## src/pqm_pkg.sv

```systemverilog
// ----------------------------------------------------------------------------
// pqm_pkg
// Shared types and constants for the power quality meter.
// ----------------------------------------------------------------------------
package pqm_pkg;

    localparam int MAX_FRAME  = 1024;
    localparam int CNT_W      = $clog2(MAX_FRAME + 1);
    localparam int FIFO_DEPTH = 4;
    localparam int FIFO_AW    = $clog2(FIFO_DEPTH);

    localparam logic [3:0]  AVG_RESET = 4'd5;
    localparam logic [22:0] RMS_MAX   = 23'h7FFFFF;
    localparam logic [15:0] CREST_MAX = 16'hFFFF;
    localparam logic [16:0] PF_ONE    = 17'd32768;

    typedef struct packed {
        logic        [40:0] vsq;
        logic        [40:0] csq;
        logic signed [41:0] psum;
        logic [CNT_W-1:0]   n;
        logic signed [15:0] vmax;
        logic signed [15:0] vmin;
        logic signed [15:0] cmax;
        logic signed [15:0] cmin;
    } t_frame_rec;

    typedef enum logic {
        MOP_DIV,
        MOP_SQRT
    } t_math_op;

    typedef struct packed {
        logic        start;
        t_math_op    op;
        logic [63:0] a;
        logic [31:0] b;
    } t_math_req;

    typedef struct packed {
        logic        done;
        logic [63:0] res;
    } t_math_rsp;

    typedef enum logic [4:0] {
        BK_IDLE,
        BK_VDIV,
        BK_VSQ,
        BK_CDIV,
        BK_CSQ,
        BK_PDIV,
        BK_CHK,
        BK_VAVG,
        BK_CAVG,
        BK_PAVG,
        BK_MUL,
        BK_SQR,
        BK_SUB,
        BK_REACT,
        BK_PF,
        BK_VCR,
        BK_CCR,
        BK_OUT
    } t_bk_state;

endpackage

```

## src/pqm_front.sv

```systemverilog
// ----------------------------------------------------------------------------
// pqm_front
// Sample front end: squares and products, per-frame sums and extremes.
// ----------------------------------------------------------------------------
module pqm_front (
    input  logic               i_clk,
    input  logic               i_rst_n,
    input  logic               i_in_valid,
    output logic               o_in_stall,
    input  logic signed [15:0] i_voltage_sample,
    input  logic signed [15:0] i_current_sample,
    input  logic               i_last_in_frame,
    input  logic               i_fifo_full,
    output logic               o_push,
    output pqm_pkg::t_frame_rec o_rec
);
    import pqm_pkg::*;

    logic               r_a_valid;
    logic               r_a_last;
    logic signed [15:0] r_a_v;
    logic signed [15:0] r_a_c;
    logic signed [31:0] r_a_pv;
    logic signed [31:0] r_a_pc;
    logic signed [31:0] r_a_pp;

    logic        [40:0] r_vsq;
    logic        [40:0] r_csq;
    logic signed [41:0] r_psum;
    logic [CNT_W-1:0]   r_cnt;
    logic signed [15:0] r_vmax, r_vmin, r_cmax, r_cmin;

    logic               a_end;
    logic               accept;
    logic               b_take;
    logic signed [15:0] b_vmax, b_vmin, b_cmax, b_cmin;
    logic signed [15:0] n_vmax, n_vmin, n_cmax, n_cmin;
    logic        [40:0] n_vsq, n_csq;
    logic signed [41:0] n_psum;
    logic [CNT_W-1:0]   n_cnt;

    assign a_end      = r_a_last || (r_cnt == CNT_W'(MAX_FRAME - 1));
    assign o_in_stall = r_a_valid && a_end && i_fifo_full;
    assign accept     = i_in_valid && !o_in_stall;
    assign b_take     = r_a_valid && !o_in_stall;

    always_comb begin
        b_vmax = (r_cnt == '0) ? r_a_v : r_vmax;
        b_vmin = (r_cnt == '0) ? r_a_v : r_vmin;
        b_cmax = (r_cnt == '0) ? r_a_c : r_cmax;
        b_cmin = (r_cnt == '0) ? r_a_c : r_cmin;
        n_vmax = (r_a_v > b_vmax) ? r_a_v : b_vmax;
        n_vmin = (r_a_v < b_vmin) ? r_a_v : b_vmin;
        n_cmax = (r_a_c > b_cmax) ? r_a_c : b_cmax;
        n_cmin = (r_a_c < b_cmin) ? r_a_c : b_cmin;
        n_vsq  = r_vsq + {9'd0, r_a_pv};
        n_csq  = r_csq + {9'd0, r_a_pc};
        n_psum = r_psum + {{10{r_a_pp[31]}}, r_a_pp};
        n_cnt  = r_cnt + CNT_W'(1);
    end

    assign o_push      = b_take && a_end;
    assign o_rec.vsq   = n_vsq;
    assign o_rec.csq   = n_csq;
    assign o_rec.psum  = n_psum;
    assign o_rec.n     = n_cnt;
    assign o_rec.vmax  = n_vmax;
    assign o_rec.vmin  = n_vmin;
    assign o_rec.cmax  = n_cmax;
    assign o_rec.cmin  = n_cmin;

    always_ff @(posedge i_clk) begin
        if (accept) begin
            r_a_v    <= i_voltage_sample;
            r_a_c    <= i_current_sample;
            r_a_last <= i_last_in_frame;
            r_a_pv   <= i_voltage_sample * i_voltage_sample;
            r_a_pc   <= i_current_sample * i_current_sample;
            r_a_pp   <= i_voltage_sample * i_current_sample;
        end
        if (b_take) begin
            r_vmax <= n_vmax;
            r_vmin <= n_vmin;
            r_cmax <= n_cmax;
            r_cmin <= n_cmin;
        end
    end

    always_ff @(posedge i_clk) begin
        if (!i_rst_n) begin
            r_a_valid <= 1'b0;
            r_vsq     <= '0;
            r_csq     <= '0;
            r_psum    <= '0;
            r_cnt     <= '0;
        end else begin
            if (accept) begin
                r_a_valid <= 1'b1;
            end else if (b_take) begin
                r_a_valid <= 1'b0;
            end
            if (b_take) begin
                if (a_end) begin
                    r_vsq  <= '0;
                    r_csq  <= '0;
                    r_psum <= '0;
                    r_cnt  <= '0;
                end else begin
                    r_vsq  <= n_vsq;
                    r_csq  <= n_csq;
                    r_psum <= n_psum;
                    r_cnt  <= n_cnt;
                end
            end
        end
    end

endmodule

```

## config.mk

```make
export PLATFORM = sky130hd
export DESIGN_NAME = pqm_front
export DESIGN_NICKNAME = d
export VERILOG_FILES = /design/src/pqm_pkg.sv /design/src/pqm_front.sv
export SDC_FILE = /design/constraint.sdc
export NUM_CORES = 2
export LEC_CHECK = 0
export ABC_AREA = 0
export BUFFER_PORTS_ARGS = -buffer_cell sky130_fd_sc_hd__buf_2
export CORE_ASPECT_RATIO = 1.1
export CORE_MARGIN = 2
export CORE_UTILIZATION = 55
export DETAILED_ROUTE_END_ITERATION = 7
export HOLD_SLACK_MARGIN = 0.03
export PLACE_DENSITY = 0.76
export SYNTH_ARGS = -nofsm -noshare
export SYNTH_HDL_FRONTEND = slang
export SYNTH_SLANG_ARGS = --single-unit
```

## constraint.sdc

```tcl
create_clock -name i_clk -period 6.03 [get_ports i_clk]
set_input_delay 0.3015 -clock i_clk [delete_from_list [all_inputs] [get_ports i_clk]]
set_output_delay 0.3015 -clock i_clk [all_outputs]
set_load 0.02 [all_outputs]
```

==> out/results.tsv <==
stage	metric	value	unit
status	status	completed	
synth	Post-synth top cells	996 x inv_1, 731 x fa_1, 432 x ha_1	
sta	clock period minus worst slack	5.77	ns
critical_path	worst-path maximum fanout	14	
cells_and_area	share of cells above drive strength 1	0.140	
sta	final hold vios	0	
sta	max-slew violations	0	
clock_tree	CTS tree	built	
floorplanning	Row Count	111	
placed_design	RD Place Congestion	0.930	
job	Max-Cap Viols	0	
sta	Slew Limit Headroom	0.291	
drt	Vias	36400	
clock_tree	clk_lat worst skew	0.60	ns
clock_tree	CTS Buffer Depth	3	
synth	Yosys cell types	77	
synth	top cells by area, synth	fa_1 32%, edfxtp_1 12%, ha_1 12%	
floorplanning	IO Pins	238	
synth	commonest register cell after synthesis	edfxtp_1	
grt	vias in the first global route	38300	
grt	antenna violations before repair	5	
sta	FMAX	173	MHz
placed_design	Placed Cells	6506	
drt	DRT iter0 DRCs	2558	
synth	number of synthesized flops with an enable pin	189	
placed_design	Post-DP HPWL	96.3	mm
clock_tree	htree depth	2	
grt	global-route wire length before repair	193	mm
cells_and_area	fin nets	6626	
cells_and_area	FF/Latch Area	0.00840	mm^2
cells_and_area	Multi-input gate area	0.0338	mm^2
grt	GRT overflow	0	
cells_and_area	Filler cells	6686	
min_path	Hold Crit Class	primary input to register	
drt	Post-DRT Antenna Nets	0	
floorplanning	Die Area	0.0868	mm^2
synth	top-area cell type share of the netlist area	0.315	
synth	syn_nets	6131	
synth	count leader, synth	inv_1	
synth	yosys warns	0	
synth	Cells after Synth	4931	
placed_design	number of port buffers	237	
synth	synthesized area	0.0465	mm^2
sta	final setup vio count	0	
critical_path	Worst Setup Start Kind	primary input	
critical_path	Crit path required time	6.38	ns
critical_path	worst path arrival time	6.12	ns
sta	worst setup margin	0.264	ns
floorplanning	Core Region	0.0835	mm^2
synth	#FFs+latches synth	325	
drt	WL per Instance	18.1	um
synth	Async SR Flop Fraction	0	
clock_tree	clock sinks	325	
clock_tree	clk slew on worst S/H paths	0.06	ns
critical_path	critical path capture point type	register	
drt	DR pass1 iterations	6	
sta	Setup TNS	0	ns
critical_path	critical path class	primary input to register	
cells_and_area	post-route insts no fill	6591	
drt	vias per cell	5.52	
synth	dominant cell type by area after synthesis	fa_1	
min_path	WHS Path Cells	2	
floorplanning	DIE WIDTH	281	um
sta	actual slew at the worst max-slew pin	1.06	ns
placed_design	DP Worst Slack	-0.388	ns
cells_and_area	area grow syn2layout	14.3	%
drt	WL final	119	mm
sta	Setup Skew	0.0299	ns
sta	fin crit share	0.956	
drt	# DRC	0	
clock_tree	Root Buffer	clkbuf_16	
floorplanning	die height	309	um
clock_tree	CTS Buf Count	40	
synth	sequential fraction of the synthesis area	0.181	
grt	largest net degree at the start of global routing	70	
grt	GRT Util Overall	0.282	
critical_path	Reg2Reg Depth	17	
synth	Syn Area/Cell	9.42	um^2
cells_and_area	fin util	0.636	
sta	RSZ-0062 raised after global routing	false	
floorplanning	initial core utilization	0.557	
-- critical path, cell delays in order --
cell      delay (ns)
buf_2           0.39
buf_4           0.28
nand2_1         0.10
fa_1            0.51
inv_1           0.05
fa_1            0.51
fa_1            0.57
fa_1            0.43
fa_1            0.49
inv_1           0.05
fa_1            0.47
inv_1           0.05
ha_1            0.30
a21o_1          0.19
a21o_1          0.18
a21o_1          0.19
nand3_1         0.14
nand4_1         0.14
o21ai_0         0.30
o21bai_1        0.10
a21oi_1         0.17
xnor2_1         0.08
buf_4           0.12
-- cells by family after synthesis --
| family | Yosys count | share of synthesized area |
|---|---|---|
| XOR/XNOR | 241 | 0.0454 |
| multiplexers | 51 | 0.0110 |
| buffers and inverters | 1185 | 0.0958 |
| flip-flops | 325 | 0.181 |
| AO/OA/AOI/OAI | 799 | 0.114 |
| adder cells (fa/ha/maj) | 1163 | 0.431 |
| AND/OR/NAND/NOR | 1167 | 0.121 |
-- layout by cell type (no fill, tap or decap), types with 30 or more instances in the layout --
cell type and n:
buf_2 233, nand2b_1 32, nand2_1 389, o21ai_0 104
nand3_1 56, and2_1 196, mux2i_1 49, a22oi_1 73
clkbuf_16 42, a22o_1 43, edfxtp_1 189, inv_1 995
nor2_1 254, xnor2_1 179, a21o_1 105, o21a_1 30
nor2b_1 99, a21oi_1 237, dfxtp_1 136, ha_1 430
buf_4 377, xor2_1 62, fa_1 727
-- worst paths after layout --
check	start	end	slack [ns]
max	i_voltage_sample[8]	r_a_pp[27]$_DFFE_PP_	0.26
min	i_current_sample[15]	r_a_c[15]$_DFFE_PP_	0.07
max reg2reg	r_cnt[5]$_SDFFE_PN0P_	r_vmax[0]$_DFFE_PP_	1.29
min reg2reg	r_vsq[26]$_SDFFE_PN0P_	r_vsq[26]$_SDFFE_PN0P_	0.48
-- layer usage --
metal / vias to the layer above / GRT usage / routed length [um]
li1: 16800 / - / -
met1: 18100 / 0.358 / 47400
met2: 1221 / 0.481 / 58300
met3: 262 / 0.0422 / 8510
met4: 4 / 0.117 / 4910
met5: - / 0 / 24
-- metrics by stage --
step,instance area [um^2],hold WS (ns)
after floorplan,46600,0.400
after global placement,51600,0.461
after detailed placement,51600,0.464
after CTS,53000,0.0383
after global routing,53100,0.0643
final,53100,0.0662
-- cell type report --
| class | count | share of cell area |
|---|---|---|
| clock inverter | 22 | 0.00342 |
| antenna | 3 | 0.000141 |
| multi-input combinational | 3422 | 0.636 |
| timing repair buffer | 637 | 0.0838 |
| inverter | 1000 | 0.0709 |
| sequential | 325 | 0.158 |
| clock buffer | 52 | 0.0209 |
| tap | 1130 | 0.0266 |
-- what timing repair did --
action / in CTS / in global routing
gates resized for setup: 0 / 23
endpoints found under the setup margin: 0 / 58
hold buffers: 4 / 0
endpoints found under the hold margin: 4 / 0
buffers inserted: 0 / 3
-- flip-flops by register name (all words and copies together) (netlist names) --
register,flops
r_a_v,16
r_a_valid,1
r_a_pv,30
r_cmax,16
r_csq,41
r_a_last,1
r_vsq,41
r_a_c,16
r_cnt,11
r_vmax,16
r_psum,42
r_cmin,16
r_vmin,16
r_a_pc,30
r_a_pp,32
Power is not shown: default switching activity piles up to over one toggle a cycle in this logic, so the estimate is an artifact.
