File: config.mk
export PLATFORM = sky130hd
export DESIGN_NAME = pqm_math
export DESIGN_NICKNAME = d
export VERILOG_FILES = /design/src/pqm_pkg.sv /design/src/pqm_math.sv
export SDC_FILE = /design/constraint.sdc
export NUM_CORES = 1
export LEC_CHECK = 0
export BUFFER_PORTS_ARGS = -buffer_cell sky130_fd_sc_hd__buf_2
export CAP_MARGIN = 15
export CORE_ASPECT_RATIO = 1.5
export CORE_MARGIN = 1
export CORE_UTILIZATION = 50
export CTS_BUF_LIST = sky130_fd_sc_hd__clkbuf_8 sky130_fd_sc_hd__clkbuf_16
export CTS_CLUSTER_SIZE = 10
export DETAILED_ROUTE_END_ITERATION = 10
export GPL_ROUTABILITY_DRIVEN = 0
export MAX_ROUTING_LAYER = met4
export PLACE_DENSITY = 0.71
export SLEW_MARGIN = 20
export SYNTH_ARGS = -nofsm -noshare
export SYNTH_HDL_FRONTEND = slang
export SYNTH_SLANG_ARGS = --single-unit
File: constraint.sdc
create_clock -name i_clk -period 9.6 [get_ports i_clk]
set_input_delay 0.48 -clock i_clk [delete_from_list [all_inputs] [get_ports i_clk]]
set_output_delay 0.48 -clock i_clk [all_outputs]
set_load 0.02 [all_outputs]
File: src/pqm_pkg.sv
// ----------------------------------------------------------------------------
// pqm_pkg
// Shared types and constants for the power quality meter.
// ----------------------------------------------------------------------------
package pqm_pkg;

    localparam int MAX_FRAME  = 1024;
    localparam int CNT_W      = $clog2(MAX_FRAME + 1);
    localparam int FIFO_DEPTH = 4;
    localparam int FIFO_AW    = $clog2(FIFO_DEPTH);

    localparam logic [3:0]  AVG_RESET = 4'd5;
    localparam logic [22:0] RMS_MAX   = 23'h7FFFFF;
    localparam logic [15:0] CREST_MAX = 16'hFFFF;
    localparam logic [16:0] PF_ONE    = 17'd32768;

    typedef struct packed {
        logic        [40:0] vsq;
        logic        [40:0] csq;
        logic signed [41:0] psum;
        logic [CNT_W-1:0]   n;
        logic signed [15:0] vmax;
        logic signed [15:0] vmin;
        logic signed [15:0] cmax;
        logic signed [15:0] cmin;
    } t_frame_rec;

    typedef enum logic {
        MOP_DIV,
        MOP_SQRT
    } t_math_op;

    typedef struct packed {
        logic        start;
        t_math_op    op;
        logic [63:0] a;
        logic [31:0] b;
    } t_math_req;

    typedef struct packed {
        logic        done;
        logic [63:0] res;
    } t_math_rsp;

    typedef enum logic [4:0] {
        BK_IDLE,
        BK_VDIV,
        BK_VSQ,
        BK_CDIV,
        BK_CSQ,
        BK_PDIV,
        BK_CHK,
        BK_VAVG,
        BK_CAVG,
        BK_PAVG,
        BK_MUL,
        BK_SQR,
        BK_SUB,
        BK_REACT,
        BK_PF,
        BK_VCR,
        BK_CCR,
        BK_OUT
    } t_bk_state;

endpackage

File: src/pqm_math.sv
// ----------------------------------------------------------------------------
// pqm_math
// Shared iterative unit: 64/32 restoring divide or
// 64-bit integer square root.
// ----------------------------------------------------------------------------
module pqm_math (
    input  logic               i_clk,
    input  logic               i_rst_n,
    input  pqm_pkg::t_math_req i_req,
    output pqm_pkg::t_math_rsp o_rsp
);
    import pqm_pkg::*;

    logic        r_busy;
    logic        r_done;
    t_math_op    r_op;
    logic [5:0]  r_cnt;
    logic [63:0] r_acc;
    logic [31:0] r_div;
    logic [34:0] r_rem;
    logic [31:0] r_root;

    logic [32:0] d_sh, d_rem;
    logic        d_ge;
    logic [34:0] s_sh, s_trial, s_rem;
    logic        s_ge;
    logic [63:0] n_acc;
    logic [34:0] n_rem;
    logic [31:0] n_root;

    always_comb begin
        d_sh    = {r_rem[31:0], r_acc[63]};
        d_ge    = (d_sh >= {1'b0, r_div});
        d_rem   = d_ge ? (d_sh - {1'b0, r_div}) : d_sh;
        s_sh    = {r_rem[32:0], r_acc[63:62]};
        s_trial = {1'b0, r_root, 2'b01};
        s_ge    = (s_sh >= s_trial);
        s_rem   = s_ge ? (s_sh - s_trial) : s_sh;
        if (r_op == MOP_DIV) begin
            n_acc  = {r_acc[62:0], d_ge};
            n_rem  = {2'b00, d_rem};
            n_root = r_root;
        end else begin
            n_acc  = {r_acc[61:0], 2'b00};
            n_rem  = s_rem;
            n_root = {r_root[30:0], s_ge};
        end
    end

    assign o_rsp.done = r_done;
    assign o_rsp.res  = (r_op == MOP_DIV) ? r_acc : {32'd0, r_root};

    always_ff @(posedge i_clk) begin
        if (i_req.start && !r_busy) begin
            r_op   <= i_req.op;
            r_acc  <= i_req.a;
            r_div  <= i_req.b;
            r_rem  <= '0;
            r_root <= '0;
        end else if (r_busy) begin
            r_acc  <= n_acc;
            r_rem  <= n_rem;
            r_root <= n_root;
        end
    end

    always_ff @(posedge i_clk) begin
        if (!i_rst_n) begin
            r_busy <= 1'b0;
            r_done <= 1'b0;
            r_cnt  <= '0;
        end else begin
            r_done <= 1'b0;
            if (i_req.start && !r_busy) begin
                r_busy <= 1'b1;
                r_cnt  <= (i_req.op == MOP_DIV) ? 6'd63 : 6'd31;
            end else if (r_busy) begin
                r_cnt <= r_cnt - 6'd1;
                if (r_cnt == 6'd0) begin
                    r_busy <= 1'b0;
                    r_done <= 1'b1;
                end
            end
        end
    end

endmodule

==> reports/results.tsv, run 1 <==
metric	value	unit
Final Hold Viols	0	
Worst Min Path Start	i_req[30]	
largest family of logic cells by synthesized area	compound AO/OA/AOI/OAI gates	
CP Max Fanout	48	
Clock transition at path regs	60	ps
setup violators final	0	
GRT overflow	0	
Die W	128	um
Pre-antenna DRT Iters	5	
fin util	58.1	%
Clock Latency Late Sink	440	ps
max-cap violations	0	
CP max-delay cell	o31a_2	
Reg-to-Reg Start	r_rem[27]	
Min Clock Period, post-route	3690	ps
max frequency	271	MHz
vias	10478	
setup bufs post-CTS	0	
Seq cells post-synth	170	
growth of design area from synthesis to finish	13.1	%
most frequent CP cell	o31ai_1	
antenna cells	0	
first-pass GRT wire length	48200	um
Final Power	4190	uW
Hold Path Class	in2reg	
# rows	68	
Max VDD drop	0.187	mV
Hold Buf Count CTS	0	
post-DR wirelength/cell	16.2	um
Startpoint Class	flip-flop	
crit path kind	reg2reg	
H-Tree Depth	4	
Total Wirelength	29700	um
Static Leakage	0.00581	uW
post-synth cell types	67	
synthesized area	0.0119	sq mm
compound-cell area share of the yosys netlist	22.2	%
fraction of synthesized area in multiplexers	8.85	%
worst hold slack	218	ps
status	finished clean	
via density per instance	5.70	
power density over cell area	310	mW/mm^2
most common cell after layout, fill and taps aside	nand2_1	
pin count of the biggest net entering global routing	137	
Residual DRC	0	
CTS max path bufs	2	
NumNets Final	1679	
vias in the first global route	10051	
Synth Area in Simple Gates	15.3	%
Iter 0 DRT Violations	697	
Top FF cell, synth	edfxtp_1	
Final ANT Viol Nets	0	
Worst-Margin Slew	1030	ps
core area	0.0232	sq mm
Die H	191	um
setup TNS	0	ps
Starting Density	51.4	%
Period Utilization, post-route	38.4	%
IO Pins	165	
CP Data Arrival Time	4010	ps
Post-Syn Nets	1568	
critical path startpoint	r_rem[27]	
total track usage	25.4	%
multi-input combinational cell area	0.00692	sq mm
hpwl dp	21900	um
dpl cell area	0.0129	sq mm
sequential cell area fraction in the yosys report	36.6	%
CP required	9920	ps
share of post-route cells with drive strength above 1	16.6	%
Resized cells post-CTS	0	
Register Area	0.00437	sq mm
max_slew headroom	31.4	%
Synth Warn #	0	
worst stage delay on the critical path	850	ps
initial antenna violation count	0	
fillers	2132	
CTS Buf Count	17	
CTS tree	built	
IO Port Bufs	164	
skew final	6.90	ps
RSZ-0062 raised after global routing	false	
Mapped Cells	1399	
CTS sink cnt	170	
die area	0.0245	sq mm
CP Cell Sequence	ha_1 > a21o_1 > o21bai_1 > a2111oi_0 > o31ai_1 > a21oi_1 > o31a_2 > mux2_2 > o21ai_0 > o31ai_1	
CTS Root Cell	clkbuf_16	
adder-cell share of the synthesized area	7.30	%
FFs w/ async S/R, synth	0	%
most frequent cells in the layout	197 x nand2_1, 164 x buf_2, 149 x a21oi_1	
Post-Synth XOR/XNOR Area	4.18	%
Post-synth EDFFs	97	
Slew Limit Fails	0	
fin area	0.0135	sq mm
Crit. End Element	flip-flop	
Avg Inst Size Synth	8.53	sq um
-- cell type report --
class	count	area share [%]
clock buffer	17	3.15
multi-input combinational	1065	51.2
tap	315	2.92
clock inverter	15	1.36
sequential	170	32.4
timing repair buffer	171	6.56
inverter	85	2.36
-- Yosys cell counts, types with 5 or more instances --
cell | instances | area [sq um]
o21ai_1 | 6 | 30.0
and3_1 | 6 | 37.5
ha_1 | 68 | 851
clkbuf_1 | 62 | 233
a21oi_1 | 149 | 746
nor2b_1 | 35 | 219
a21o_1 | 25 | 188
xor2_1 | 16 | 140
buf_2 | 8 | 40.0
a31oi_1 | 10 | 62.6
mux2_2 | 40 | 450
o211ai_1 | 9 | 67.6
mux2i_1 | 59 | 591
buf_1 | 5 | 18.8
nor3_1 | 18 | 90.1
nor2_1 | 86 | 323
nand4_1 | 13 | 81.3
xnor2_1 | 41 | 359
nand2_1 | 197 | 739
o221ai_1 | 5 | 43.8
o21a_1 | 14 | 105
o21bai_1 | 10 | 75.1
o31a_1 | 6 | 52.6
a221o_1 | 13 | 130
dfxtp_1 | 73 | 1460
inv_1 | 82 | 308
a211oi_1 | 12 | 90.1
o21ai_0 | 118 | 591
o31ai_1 | 16 | 120
and2_1 | 8 | 50.1
nand3_1 | 25 | 125
edfxtp_1 | 97 | 2910
-- per-stage QoR --
| step | worst slack (ps) | cells |
|---|---|---|
| global placement | 5950 | 1806 |
| finish | 5910 | 1838 |
| CTS | 5890 | 1838 |
| detailed placement | 5910 | 1806 |
| global route | 5640 | 1838 |
| floorplan | 6520 | 1399 |
-- routing by layer --
| layer | routed length [um] | share of wire (%) | up-vias | track usage, % |
|---|---|---|---|---|
| li1 | - | - | 5245 | - |
| met1 | 13000 | 44 | 4814 | 29.9 |
| met2 | 14100 | 47 | 342 | 41.8 |
| met3 | 1430 | 4.8 | 77 | 4.39 |
| met4 | 1150 | 3.9 | 0 | 12.5 |
| met5 | 0 | 0 | - | - |
-- critical path: cells and delay by family, from the launching register on --
family | cells | cell delay, ps
AO/OA/AOI/OAI | 8 | 2340
adder cells (fa/ha/maj) | 1 | 380
flip-flops | 1 | 440
multiplexers | 1 | 410
-- sequential cells by signal, summed over array words and instances, names as in the netlist --
name and flops:
r_busy 1, r_cnt 6, r_op 1, r_acc 64
r_done 1, r_root 32, r_div 32, r_rem 33
-- cell families after synthesis --
family,after synthesis
compound gates,430
simple gates,409
flops,170
buf+inv,164
mux,100
fa+ha+maj,69
xor+xnor,57
-- report_power, final --
part / total [uW] / switching [uW] / internal, uW
sequential: 1040 / 140 / 902
combinational: 2430 / 1410 / 1020
clock: 718 / 287 / 432
-- worst paths after layout --
path,endpoint,slack [ps],depth (start not counted)
hold reg to reg,r_root[1],460,2
setup reg to reg,r_rem[23],5910,10
setup / recovery,r_rem[23],5910,10
hold / removal,r_div[30],220,1
No activity file was read; power rests on OpenSTA's default activity.
==> run 2: changes to the inputs <==
PLACE_DENSITY = 0.74   (was 0.71)
clock period = 3.29 ns   (was 9.6 ns; I/O delays follow)
==> reports/results.tsv, run 2 (synthesis gave the netlist of run 1 again) <==
metric	value	unit	change
pin count of the biggest net entering global routing	164		+20%
Iter 0 DRT Violations	821		+18%
Total Wirelength	31700	um	+6.8%
Final Hold Viols	0		unchanged
post-DR wirelength/cell	16.2	um	about the same
R2R depth	11		+1
Pre-antenna DRT Iters	5		unchanged
Crit. End Element	flip-flop		
power density over cell area	888	mW/mm^2	+190%
Period Utilization, post-route	98.8	%	+60 points
die area	0.0245	sq mm	unchanged
fillers	1968		-7.7%
core area	0.0232	sq mm	unchanged
max reg flops	64		unchanged
worst hold stages	3		+2
Slew Limit Fails	0		unchanged
CTS sink cnt	170		unchanged
skew final	8.09	ps	+1.18 ps
setup violators final	0		unchanged
RSZ-0062 raised after global routing	false		
Static Leakage	0.00637	uW	+9.6%
H-Tree Depth	4		unchanged
# rows	68		unchanged
Residual DRC	0		unchanged
fin util	63.4	%	+5.3 points
setup TNS	0	ps	unchanged
Clock transition at path regs	70	ps	about the same
initial antenna violation count	0		unchanged
Die W	128	um	unchanged
max-cap violations	0		unchanged
crit path kind	reg2reg		
Final ANT Viol Nets	0		unchanged
R2R Setup Slk	40	ps	-5870 ps
Startpoint Class	flip-flop		
CTS Root Cell	clkbuf_16		
growth of design area from synthesis to finish	23.4	%	
share of post-route cells with drive strength above 1	19.0	%	+2.4 points
Die H	191	um	unchanged
Worst Min Path Start	i_req[89]		
vias	11108		+6.0%
first-pass GRT wire length	50900	um	+5.7%
hold endpoint	r_acc[57]		
status	finished clean		
max_slew headroom	49.0	%	+18 points
Min Clock Period, post-route	3250	ps	-437 ps
Largest regs	r_acc x64, r_rem x33		
max frequency	308	MHz	+13%
Clock Latency Late Sink	440	ps	about the same
CTS tree	built		
NumNets Final	1805		+7.5%
CTS max path bufs	2		unchanged
Max VDD drop	0.551	mV	+190%
FF-to-FF End	r_rem[7]		
total track usage	26.8	%	+1.4 points
hpwl dp	22100	um	+1.1%
Reg with most FFs	r_acc		
Starting Density	51.4	%	unchanged
IO Port Bufs	164		unchanged
GRT overflow	0		unchanged
most frequent cells in the layout	197 x nand2_1, 164 x buf_2, 149 x a21oi_1		
IO Pins	165		unchanged
vias in the first global route	10787		+7.3%
CP Data Arrival Time	3580	ps	-430 ps
Layout Cells excl Fill	1964		+6.9%
Worst-Margin Slew	766	ps	-264 ps
placed cells	1849		+2.4%
Hold Path Class	in2reg		
antenna cells	0		unchanged
via density per instance	5.66		-0.79%
Final Power	13100	uW	+210%
most common cell after layout, fill and taps aside	nand2_1		
CTS Buf Count	17		unchanged
CP required	3620	ps	-6300 ps
Reg-to-Reg Start	r_rem[25]		
CP Max Fanout	25		-48%
-- run 2: per-stage QoR --
| stage | worst slack, ps | hold WS [ps] | instance area (sq um) |
|---|---|---|---|
| after floorplan | 206 | 263 | 11900 |
| after detailed placement | 10.5 | 343 | 13300 |
| after CTS | 6.99 | 0.536 | 14600 |
| after global placement | 139 | 341 | 13300 |
| final | 38.0 | 6.55 | 14700 |
| after global routing | 4.01 | 17.0 | 14700 |
-- run 2: timing repair --
item | CTS | global route
gates cloned | 0 | 0
gates resized for setup | 0 | 12
hold buffers | 77 | 0
hold endpoints to repair | 77 | 0
buffers inserted | 0 | 6
setup endpoints to repair | 1 | 18
pin swaps | 1 | 3
-- run 2: worst max-delay path, stage by stage, from the launching register on --
cell and delay (ps):
dfxtp_1 480, ha_1 300, a21oi_1 220, o21bai_1 110
a2111oi_0 630, o31ai_1 160, a21oi_1 180, o31a_2 270
buf_12 210, mux2i_1 220, nor2_1 60, a221o_1 290
-- run 2: cell type report --
type                    instances  area [sq um]  area share, %
clock buffers                  19           464           3.15
clock inverters                13           141          0.960
inverters                      85           319           2.17
multi-input cells            1065          6960           47.3
flip-flops and latches        170          4380           29.7
well taps                     315           394           2.68
repair buffers                297          2070           14.1
-- run 2: power by group --
group          switching (uW)  internal, uW  total (uW)
Sequential                363          2630        2990
Clock                     877          1190        2060
Combinational            4410          3610        8020
-- run 2: layer usage --
layer / track usage (%) / wire length (um) / vias up / part of all wire [%]
met1: 31.1 / 13500 / 5092 / 43
li1: - / - / 5508 / -
met5: - / 0 / - / 0
met3: 3.75 / 1670 / 81 / 5.3
met2: 44.8 / 15200 / 427 / 48
met4: 14.3 / 1330 / 0 / 4.2
-- run 2: worst max-delay path by stage --
stage / start / to / slack [ps] / depth (start not counted)
after detailed placement: r_root[24] / r_rem[7] / 10 / 10
final: r_rem[25] / r_rem[7] / 40 / 11
after global routing: r_root[8] / r_rem[7] / 4 / 11
after CTS: r_root[24] / r_rem[7] / 7 / 10
after floorplan: r_root[22] / r_rem[32] / 210 / 13
after global placement: r_root[5] / r_rem[7] / 140 / 11
==> run 3: changes to the inputs <==
SETUP_SLACK_MARGIN = 0.3   (was default)
==> reports/results.tsv, run 3 (synthesis gave the netlist of run 1 again) <==
metric	value	unit	change
IO Pins	165		unchanged
Hold Path Class	in2reg		
Final Hold Viols	0		unchanged
clock group share of total power	14.9	%	-0.9 points
Total Wirelength	33000	um	+3.9%
Worst-Margin Slew	693	ps	-72.7 ps
Crit. End Element	flip-flop		
Period Utilization, post-route	91.2	%	-7.6 points
initial antenna violation count	0		unchanged
total track usage	26.9	%	+0.038 points
Starting Density	51.4	%	unchanged
pin count of the biggest net entering global routing	169		+3.0%
vias	11245		+1.2%
most common cell after layout, fill and taps aside	nand2_1		
Sw Pwr	6040	uW	+7.0%
CP max-delay cell	edfxtp_1		
Largest regs	r_acc x64, r_rem x33		
antenna cells	0		unchanged
hold endpoint	r_acc[5]		
worst stage delay on the critical path	400	ps	-230 ps
H-Tree Depth	4		unchanged
status	finished clean		
sequential share of power	21.7	%	-1.2 points
Clock transition at path regs	70	ps	about the same
core area	0.0232	sq mm	unchanged
skew final	11.0	ps	+2.92 ps
crit path kind	reg2reg		
CTS sink cnt	170		unchanged
R2R Setup Slk	290	ps	+250 ps
CP Max Fanout	3		-88%
setup TNS	0	ps	unchanged
R2R depth	12		+1
worst hold stages	3		unchanged
Internal	8110	uW	+9.1%
Startpoint Class	flip-flop		
max_slew headroom	53.8	%	+4.8 points
max reg flops	64		unchanged
Reg-to-Reg Start	r_acc[63]		
Layout Cells excl Fill	1981		+0.87%
CTS Root Cell	clkbuf_16		
GRT overflow	0		unchanged
share of post-route cells with drive strength above 1	26.1	%	+7.1 points
fillers	1812		-7.9%
Worst Min Path Start	i_req[37]		
Max VDD drop	0.721	mV	+31%
via density per instance	5.68		+0.36%
CTS Buf Count	17		unchanged
CP Cell Sequence	inv_2 > ha_4 > fa_2 > nor2b_2 > o31a_1 > o31a_1 > o31ai_4 > a21oi_2 > o31a_1 > o21a_1 > o311a_1 > a311oi_1		
IO Port Bufs	164		unchanged
hpwl dp	22200	um	+0.34%
Iter 0 DRT Violations	826		+0.61%
# rows	68		unchanged
NumNets Final	1822		+0.94%
Final ANT Viol Nets	0		unchanged
Pre-antenna DRT Iters	5		unchanged
Die W	128	um	unchanged
CTS max path bufs	2		unchanged
setup violators final	0		unchanged
switching share of total power	42.7	%	-0.47 points
placed cells	1842		-0.38%
CP Data Arrival Time	3350	ps	-230 ps
CP required	3640	ps	+20 ps
power density over cell area	911	mW/mm^2	+2.6%
max frequency	333	MHz	+8.4%
Static Leakage	0.00656	uW	+3.0%
FF-to-FF End	r_rem[20]		
max-cap violations	0		unchanged
growth of design area from synthesis to finish	30.1	%	
Slew Limit Fails	0		unchanged
combinational share of power	63.4	%	+2.1 points
Clock Latency Late Sink	440	ps	about the same
post-DR wirelength/cell	16.7	um	+3.0%
most frequent cells in the layout	193 x nand2_1, 164 x buf_2, 143 x a21oi_1		
Die H	191	um	unchanged
first-pass GRT wire length	50800	um	-0.20%
most frequent CP cell	o31a_1		
Reg with most FFs	r_acc		
Min Clock Period, post-route	3000	ps	-251 ps
vias in the first global route	10646		-1.3%
CTS tree	built		
die area	0.0245	sq mm	unchanged
Residual DRC	0		unchanged
RSZ-0062 raised after global routing	true		
[run 3: changes by cell type in the layout (fill, tap and decap cells not counted), moves of 7 or more]
cell / change
buf_4: +15
dfxtp_1: -28
dfxtp_2: +26
ha_1: -35
ha_2: +7
ha_4: +28
[run 3: stage by stage]
stage               total power, uW  utilization (%)  hold slack (ps)  worst slack, ps  instance area, sq um
finish                        14200             66.9             11.3              289                 15500
global route                  15000             66.9             11.4              147                 15500
CTS                           13000             64.0           0.0427              244                 14900
detailed placement            10600             57.2              343              122                 13300
global placement              10500             57.2              341              165                 13300
floorplan                      8680                -              263              358                 12000
[run 3: critical path: cells and delay by family (launching register included)]
kind	cells	cell delay [ps]
AOI/OAI and AO/OA	8	1990
adders and majority gates	2	360
and+or+nand+nor	1	50
buffers and inverters	1	100
DFF	1	400
[run 3: worst max-delay path by stage]
| stage | from | endpoint |
|---|---|---|
| 5_1_grt | r_acc[63] | r_rem[20] |
| 4_1_cts | r_acc[63] | r_rem[20] |
| 6_report | r_acc[63] | r_rem[20] |
| 3_3_place_gp | r_rem[28] | r_rem[2] |
| 3_5_place_dp | r_rem[25] | r_rem[4] |
| 2_1_floorplan | r_root[1] | r_rem[32] |
[run 3: power by group through the flow]
stage,sequential [uW],combinational (uW),clock (uW)
after global routing,3100,9680,2210
after global placement,3010,7460,0
after floorplan,2910,5770,0
final,3070,8970,2110
after detailed placement,3020,7540,0
after CTS,2990,7930,2130
[run 3: timing repair]
item,in CTS,in global routing
hold buffers,73,0
endpoints found under the setup margin,21,33
pin swaps,14,48
buffers inserted,9,22
gates resized for setup,32,112
endpoints found under the hold margin,73,0
gates cloned,1,2
[run 3: area by class of cell]
class | count | area, sq um | area share [%]
clock buffers | 17 | 425 | 2.74
clock inverters | 15 | 185 | 1.19
multi-input cells | 1066 | 7560 | 48.7
repair buffers | 313 | 2230 | 14.4
well taps | 315 | 394 | 2.54
flip-flops and latches | 170 | 4420 | 28.4
inverters | 85 | 319 | 2.05
[run 3: per-layer routing]
metal / GRT usage, % / wire [um] / vias to the layer above
met5: - / 0 / -
met4: 12.7 / 1440 / 0
met3: 3.58 / 1420 / 105
met2: 45.2 / 16200 / 404
met1: 31.6 / 13900 / 5216
li1: - / - / 5520
